--- config.mk ---
export PLATFORM = sky130hd
export DESIGN_NAME = pur_div
export DESIGN_NICKNAME = d
export VERILOG_FILES = /design/src/rtl/pur_pkg.sv /design/src/rtl/pur_div.sv
export SDC_FILE = /design/constraint.sdc
export NUM_CORES = 2
export LEC_CHECK = 0
export BUFFER_PORTS_ARGS = -buffer_cell sky130_fd_sc_hd__buf_2
export CORE_MARGIN = 2
export CORE_UTILIZATION = 30
export CTS_CLUSTER_SIZE = 30
export DETAILED_ROUTE_END_ITERATION = 8
export PLACE_DENSITY = 0.55
export SLEW_MARGIN = 30
export SYNTH_ARGS = -nofsm -noshare
export SYNTH_HDL_FRONTEND = slang
export SYNTH_SLANG_ARGS = --single-unit
--- constraint.sdc ---
create_clock -name clk -period 10.4 [get_ports clk]
set_clock_uncertainty 0.05 [all_clocks]
set_input_delay 1.04 -clock clk [delete_from_list [all_inputs] [get_ports clk]]
set_output_delay 1.04 -clock clk [all_outputs]
set_load 0.05 [all_outputs]
--- src/rtl/pur_pkg.sv ---
package pur_pkg;

  // Field and datapath widths
  localparam int PIX_W   = 16;  // pixel coordinates, center, Q12.4
  localparam int FOC_W   = 24;  // focal lengths, Q16.8
  localparam int OFS_W   = 24;  // signed offsets, Q20.4
  localparam int CFG_W   = 24;  // widest register
  localparam int ADDR_W  = 3;
  localparam int DIFF_W  = 26;  // u - cx - tx, signed
  localparam int MAG_W   = 24;  // |u - cx - tx|
  localparam int PROD_W  = 52;  // 16 * |d| * f
  localparam int LEN_W   = 6;   // bit length of a PROD_W word
  localparam int SHIFT_W = 5;   // block normalization shift
  localparam int NRM_W   = 31;  // normalized magnitudes
  localparam int SQ_W    = 64;  // sum of squares
  localparam int ROOT_W  = 32;
  localparam int REM_W   = ROOT_W + 3;
  localparam int Q_W     = 16;  // quotient bits, enough for 2^15
  localparam int NUM_W   = NRM_W + Q_W + 1;
  localparam int OUT_W   = 16;
  localparam int Z_W     = 15;
  localparam int IN_TDATA_W  = 2 * PIX_W;
  localparam int OUT_TDATA_W = 48;

  localparam int SQRT_STAGES = ROOT_W;
  localparam int DIV_STAGES  = Q_W;

  localparam logic [Q_W-1:0] Q15_MAX = 16'd32767;

  localparam logic [FOC_W-1:0] FOCAL_RST    = 24'd131072;
  localparam logic [PIX_W-1:0] CENTER_X_RST = 16'd5120;
  localparam logic [PIX_W-1:0] CENTER_Y_RST = 16'd3840;

  typedef enum logic [ADDR_W-1:0] {
    REG_FOCAL_X  = 3'd0,
    REG_FOCAL_Y  = 3'd1,
    REG_CENTER_X = 3'd2,
    REG_CENTER_Y = 3'd3,
    REG_OFFSET_X = 3'd4,
    REG_OFFSET_Y = 3'd5
  } cfg_reg_t;

endpackage

--- src/rtl/pur_div.sv ---
// Pipelined restoring divider: quo = floor((mag * 2^16 + s) / (2 * s)).
module pur_div (
  input  logic                       clk,
  input  logic                       en,
  input  logic [pur_pkg::NRM_W-1:0]  mag,
  input  logic [pur_pkg::ROOT_W-1:0] root,
  output logic [pur_pkg::Q_W-1:0]    quo
);
  import pur_pkg::*;

  logic [NUM_W-1:0]  num_p;
  logic [ROOT_W:0]   den_p;
  logic [NUM_W-1:0]  part [DIV_STAGES];
  logic [ROOT_W:0]   den  [DIV_STAGES];
  logic [Q_W-1:0]    q    [DIV_STAGES];

  // form numerator and denominator
  always_ff @(posedge clk) begin
    if (en) begin
      num_p <= NUM_W'({mag, {Q_W{1'b0}}}) + NUM_W'(root);
      den_p <= {root, 1'b0};
    end
  end

  generate
    for (genvar i = 0; i < DIV_STAGES; i++) begin : g_step
      localparam int B = DIV_STAGES - 1 - i;
      logic [NUM_W-1:0] part_in;
      logic [ROOT_W:0]  den_in;
      logic [Q_W-1:0]   q_in;
      logic [NUM_W:0]   sub;

      if (i == 0) begin : g_first
        assign part_in = num_p;
        assign den_in  = den_p;
        assign q_in    = '0;
      end else begin : g_rest
        assign part_in = part[i-1];
        assign den_in  = den[i-1];
        assign q_in    = q[i-1];
      end

      assign sub = (NUM_W+1)'(den_in) << B;

      always_ff @(posedge clk) begin
        if (en) begin
          den[i] <= den_in;
          if ({1'b0, part_in} >= sub) begin
            part[i] <= NUM_W'({1'b0, part_in} - sub);
            q[i]    <= {q_in[Q_W-2:0], 1'b1};
          end else begin
            part[i] <= part_in;
            q[i]    <= {q_in[Q_W-2:0], 1'b0};
          end
        end
      end
    end
  endgenerate

  assign quo = q[DIV_STAGES-1];

endmodule

# ---- Word-level counts from Yosys, hierarchy flattened
# Memory sizes are Yosys's and may differ from the RTL's.
# Index checks and enable logic that the tools add are counted.
# Widths: inputs -> output; s select.
dict set report totals {
  regBits 80
  mem_bits_rw 1552
  out_inout_bits 16
  elab_cells 200
  memories 3
}
dict set report op_classes {
  n_addsub 17
  n_lt_le_gt_ge 16
  muxes 130
  bitwise_logic 32
}
# name depth width read_ports rd_ports_with_merged_regs wr line_no
set mem_list {}
lappend mem_list {part 16 48 15 0 16 pur_div.sv:13} ;# logic [NUM_W-1:0] part [DIV_STAGES];
lappend mem_list {den 16 33 15 0 16 pur_div.sv:14} ;# logic [ROOT_W:0] den [DIV_STAGES];
lappend mem_list {q 16 16 16 0 16 pur_div.sv:15} ;# logic [Q_W-1:0] q [DIV_STAGES];
# operator count
set op_table {}
lappend op_table {{$mux 48} 16}
lappend op_table {{$mux 16} 16}
lappend op_table {{$mux 1} 98}
lappend op_table {{$add 47x32->48} 1}
lappend op_table {{$ge 48x33->1} 1}
lappend op_table {{$ge 48x34->1} 1}
lappend op_table {{$ge 48x35->1} 1}
lappend op_table {{$ge 48x36->1} 1}
lappend op_table {{$ge 48x37->1} 1}
lappend op_table {{$ge 48x38->1} 1}
lappend op_table {{$ge 48x39->1} 1}
lappend op_table {{$ge 48x40->1} 1}
lappend op_table {{$ge 48x41->1} 1}
lappend op_table {{$ge 48x42->1} 1}
lappend op_table {{$ge 48x43->1} 1}
lappend op_table {{$ge 48x44->1} 1}
lappend op_table {{$ge 48x45->1} 1}
lappend op_table {{$ge 48x46->1} 1}
lappend op_table {{$ge 48x47->1} 1}
lappend op_table {{$ge 48x48->1} 1}
lappend op_table {{$sub 48x33->48} 1}
lappend op_table {{$sub 48x34->48} 1}
lappend op_table {{$sub 48x35->48} 1}
lappend op_table {{$sub 48x36->48} 1}
lappend op_table {{other kinds (13)} 44}

# ---- Longest topological paths before layout
# An unclocked memory read counts as a cell.
dict set report depth {
  ltp_word 6
  depth_mapped 17
}

# ---- Worst setup path after synthesis
# OpenSTA, ideal clock, no wires.
dict set report synth_timing {
  path_kind {input to register}
  start {in en}
  end {mem part[1][100] in the netlist's numbering (enable)}
  setup_ns 0.437
  arrival_ns 3.462
  required_ns 9.913
  slack_ns 6.451
  cell_stages 4
  path_cell_list {clkbuf_1 -> clkbuf_1 -> clkbuf_1 -> clkbuf_1}
}
# element line_no
set synth_rtl {}
lappend synth_rtl {{start: declaration} pur_div.sv:4} ;# input logic en,
lappend synth_rtl {{end: declaration} pur_div.sv:13}

==> summary.md <==
| Metric | Value |
|---|---|
| Sw frac | `35.8%` |
| Async SR Flop Fraction | `0%` |
| Synthesized net count | `7671` |
| Worst Path Buf+Inv | `3` |
| Setup violators final | `0` |
| Cell count after synthesis | `7062` |
| Worst-margin pin slew | `1.10 ns` |
| Die width | `514 microns` |
| Hold Buf Count CTS | `0` |
| Post-detailed-route DRC marker count | `0` |
| Layout fillers | `25500` |
| Slew Viols, Final | `0` |
| Register area share after synthesis | `53.9%` |
| Final period util | `50.3%` |
| Yosys Warn Count | `0` |
| Root Buffer | `clkbuf_16` |
| Buffers added on ports | `80` |
| Final Core Density | `33.7%` |
| Die height | `514 microns` |
| Antenna viol nets, final | `0` |
| Layout cells sized above 1 | `6.69%` |
| Core area | `259000 sq um` |
| Deepest clock path buffer count | `3` |
| Std cell rows | `187` |
| Leak Pwr | `34.2 nW` |
| Cell-internal power | `15.2 mW` |
| Max Cap Viol | `0` |
| Post-Route WL | `175000 microns` |
| Total CTS buffers | `154` |
| Pwr Total | `23.7 mW` |
| Hold Crit Class | `reg2reg` |
| Gr ovfl total | `0` |
| Clock net sink count | `1400` |
| DRT Pass-1 Iters | `7` |
| CP peak stage delay | `0.75 ns` |
| Final Wtd Congestion | `0.955` |
| Ys flop type | `edfxtp_1` |
| Clock Latency Late Sink | `0.80 ns` |
| Wire length per cell | `16.4 microns` |
| First-pass GRT wire length | `279000 microns` |
| Post-layout min period | `5.23 ns` |
| Most common cell after layout, fill and taps aside | `edfxtp_1` |
| Final hold viol count | `0` |
| Vias in the first global route | `53100` |
| Comb power frac | `39.6%` |
| Share of power burned in the clock network | `22.9%` |
| RSZ-0062 raised after global routing | `false` |
| Main combinational cell family by area after synthesis | `compound AO/OA/AOI/OAI gates` |
| CP required | `10.89 ns` |
| First DRT Iteration DRCs | `3001` |
| M1 WL | `71400 microns` |
| # resized after CTS | `0` |
| FMAX | `191 MHz` |
| IO Count | `81` |
| Top routing layer in use | `met4` |
| Met3 wire length | `5350 microns` |
| CP max FO | `63` |
| CP top delay family | `compound AO/OA/AOI/OAI gates` |
| Compound-gate portion of the synthesized area | `14.7%` |
| Status | `completed` |
| Sequential power share | `37.5%` |
| Initial antenna violation count | `1` |
| Worst-path cell chain | `inv_1 > ha_1 > inv_1 > fa_1 > a21o_1 > a21oi_1 > o211ai_1 > a221oi_1 > o21ai_1 > o22ai_1 > o22ai_1 > or3_1 > nor2_4 > buf_4 > mux2_2` |
| Kind of critical path | `reg2reg` |
| Critical path startpoint category | `register` |
| Relative slew slack | `25.8%` |
| Post-CTS Setup Repair Bufs | `0` |
| Crit end category | `register` |
| Area Overhead vs Synth | `12.1%` |
| Final net count | `7762` |
| Synth Area in Adders | `8.89%` |
| Xor/xnor cell area share of the yosys netlist | `6.09%` |
| Wire length on met2 | `88700 microns` |
| Switching pwr | `8.48 mW` |
| WP data arrival | `5.72 ns` |
| CTS tree | `yes` |
| Mapped Area | `77900 sq um` |
| Die ar. | `264000 sq um` |
| Avg Inst Size Synth | `11.0 sq um` |
| HPWL Detailed | `133000 microns` |
| Vias | `51700` |
| Vias per cell | `4.84` |
| Final hold slack | `0.360 ns` |
| Pin count of the biggest net entering global routing | `156` |
| Total GRT Usage | `13.0%` |
| Number of distinct library cells after synthesis | `83` |
| Final setup TNS | `0 ns` |
| FF+latch count, synth | `1400` |
| Initial Utilization | `30.1%` |
| Reg clk slew, reported paths | `0.06 ns` |
| Worst path slowest cell | `a221oi_1` |
| Maximum vdd ir drop | `0.000170 V` |
| CTS H-tree depth | `4` |
| EDFF count, synth | `1399` |
| Most frequent cells in the layout | `edfxtp_1, inv_1, nand2_1` |
| Cell area power density | `271 nW/um^2` |
| Post-synthesis mux area share | `1.40%` |
| Simple logic cell fraction of the synthesized area | `10.8%` |
## per-layer routing
layer / track usage, % / up-vias
met2: 23.9 / 1074
met1: 14.4 / 24200
met4: 7.14 / 0
li1: - / 26000
met3: 1.88 / 442
met5: 0 / -
## cells by family after synthesis
family	after synthesis
flops	1400
fa+ha+maj	544
simple gates	1745
mux	98
buf+inv	872
xor+xnor	542
compound gates	1861
## stage by stage
stage	std cells	cell area, sq um	setup WS, ns
2_1_floorplan	7062	77900	6.45
3_3_place_gp	10400	82400	5.09
3_5_place_dp	10400	82400	4.98
4_1_cts	10700	87400	5.19
5_1_grt	10700	87400	4.80
6_report	10700	87400	5.17
## registers in the layout, summed over array words and instances, names as in the netlist
name            count
q                 136
den               480
part              720
g_step.part_in     48
den_p              16
## path summary, 6_finish.rpt
check	cells past startpoint	slack [ns]	to	from
worst min-delay path	0	0.36	q[0][83]$_DFFE_PP_	q[0][66]$_DFFE_PP_
worst max register to register	15	5.17	part[1][9]$_DFFE_PP_	part[0][344]$_DFFE_PP_
worst max-delay path	15	5.17	part[1][9]$_DFFE_PP_	part[0][344]$_DFFE_PP_
worst min register to register	0	0.36	q[0][83]$_DFFE_PP_	q[0][66]$_DFFE_PP_
## power by group through the flow
stage          clock, mW  combinational (mW)  sequential (mW)
6_report            5.42                9.36             8.88
5_1_grt             5.82                10.5             9.04
4_1_cts             5.61                9.31             8.88
3_5_place_dp           0                9.27             8.99
3_3_place_gp           0                9.12             9.00
2_1_floorplan          0                7.19             8.68
## worst register-to-register path, delay by kind of cell, from the launching register on
kind,cells,cell delay [ns]
AND/OR/NAND/NOR,2,0.56
multiplexers,1,0.46
AO/OA/AOI/OAI,7,2.42
buffers and inverters,3,0.57
adder cells (fa/ha/maj),2,0.55
flip-flops,1,0.39
## cell type report
class	count	area, sq um	share of cell area [%]
multi-input combinational	4790	32800	37.5
inverter	686	2570	2.95
tap	3402	4260	4.87
clock inverter	90	971	1.11
timing repair buffer	121	786	0.899
clock buffer	192	4020	4.60
sequential	1400	42000	48.1
antenna	1	2.50	0.00286
## Yosys cell counts (all sizes together) (16+ instances only)
cell type | number | area share [%]
a21boi | 17 | 0.16
clkbuf | 167 | 0.81
o31ai | 43 | 0.41
a31oi | 52 | 0.42
edfxtp | 1399 | 54
nand2b | 81 | 0.65
a2111oi | 18 | 0.20
nor2b | 76 | 0.61
and3 | 56 | 0.45
a21oi | 562 | 3.6
buf | 19 | 0.13
nor2 | 393 | 1.9
mux2 | 91 | 1.3
inv | 686 | 3.3
nand4 | 105 | 0.84
nor3 | 109 | 0.70
fa | 16 | 0.41
a21o | 308 | 3.0
nand3 | 106 | 0.68
ha | 528 | 8.5
and2 | 26 | 0.21
o21bai | 62 | 0.60
xor2 | 229 | 2.6
nand2 | 587 | 2.8
xnor2 | 313 | 3.5
o211ai | 33 | 0.32
or4 | 17 | 0.16
a211oi | 37 | 0.36
or3 | 48 | 0.39
nor4 | 47 | 0.38
o21a | 56 | 0.54
nor4b | 19 | 0.21
o21ai | 523 | 3.4
nor3b | 16 | 0.15
Power figures use the tool's default switching activity.
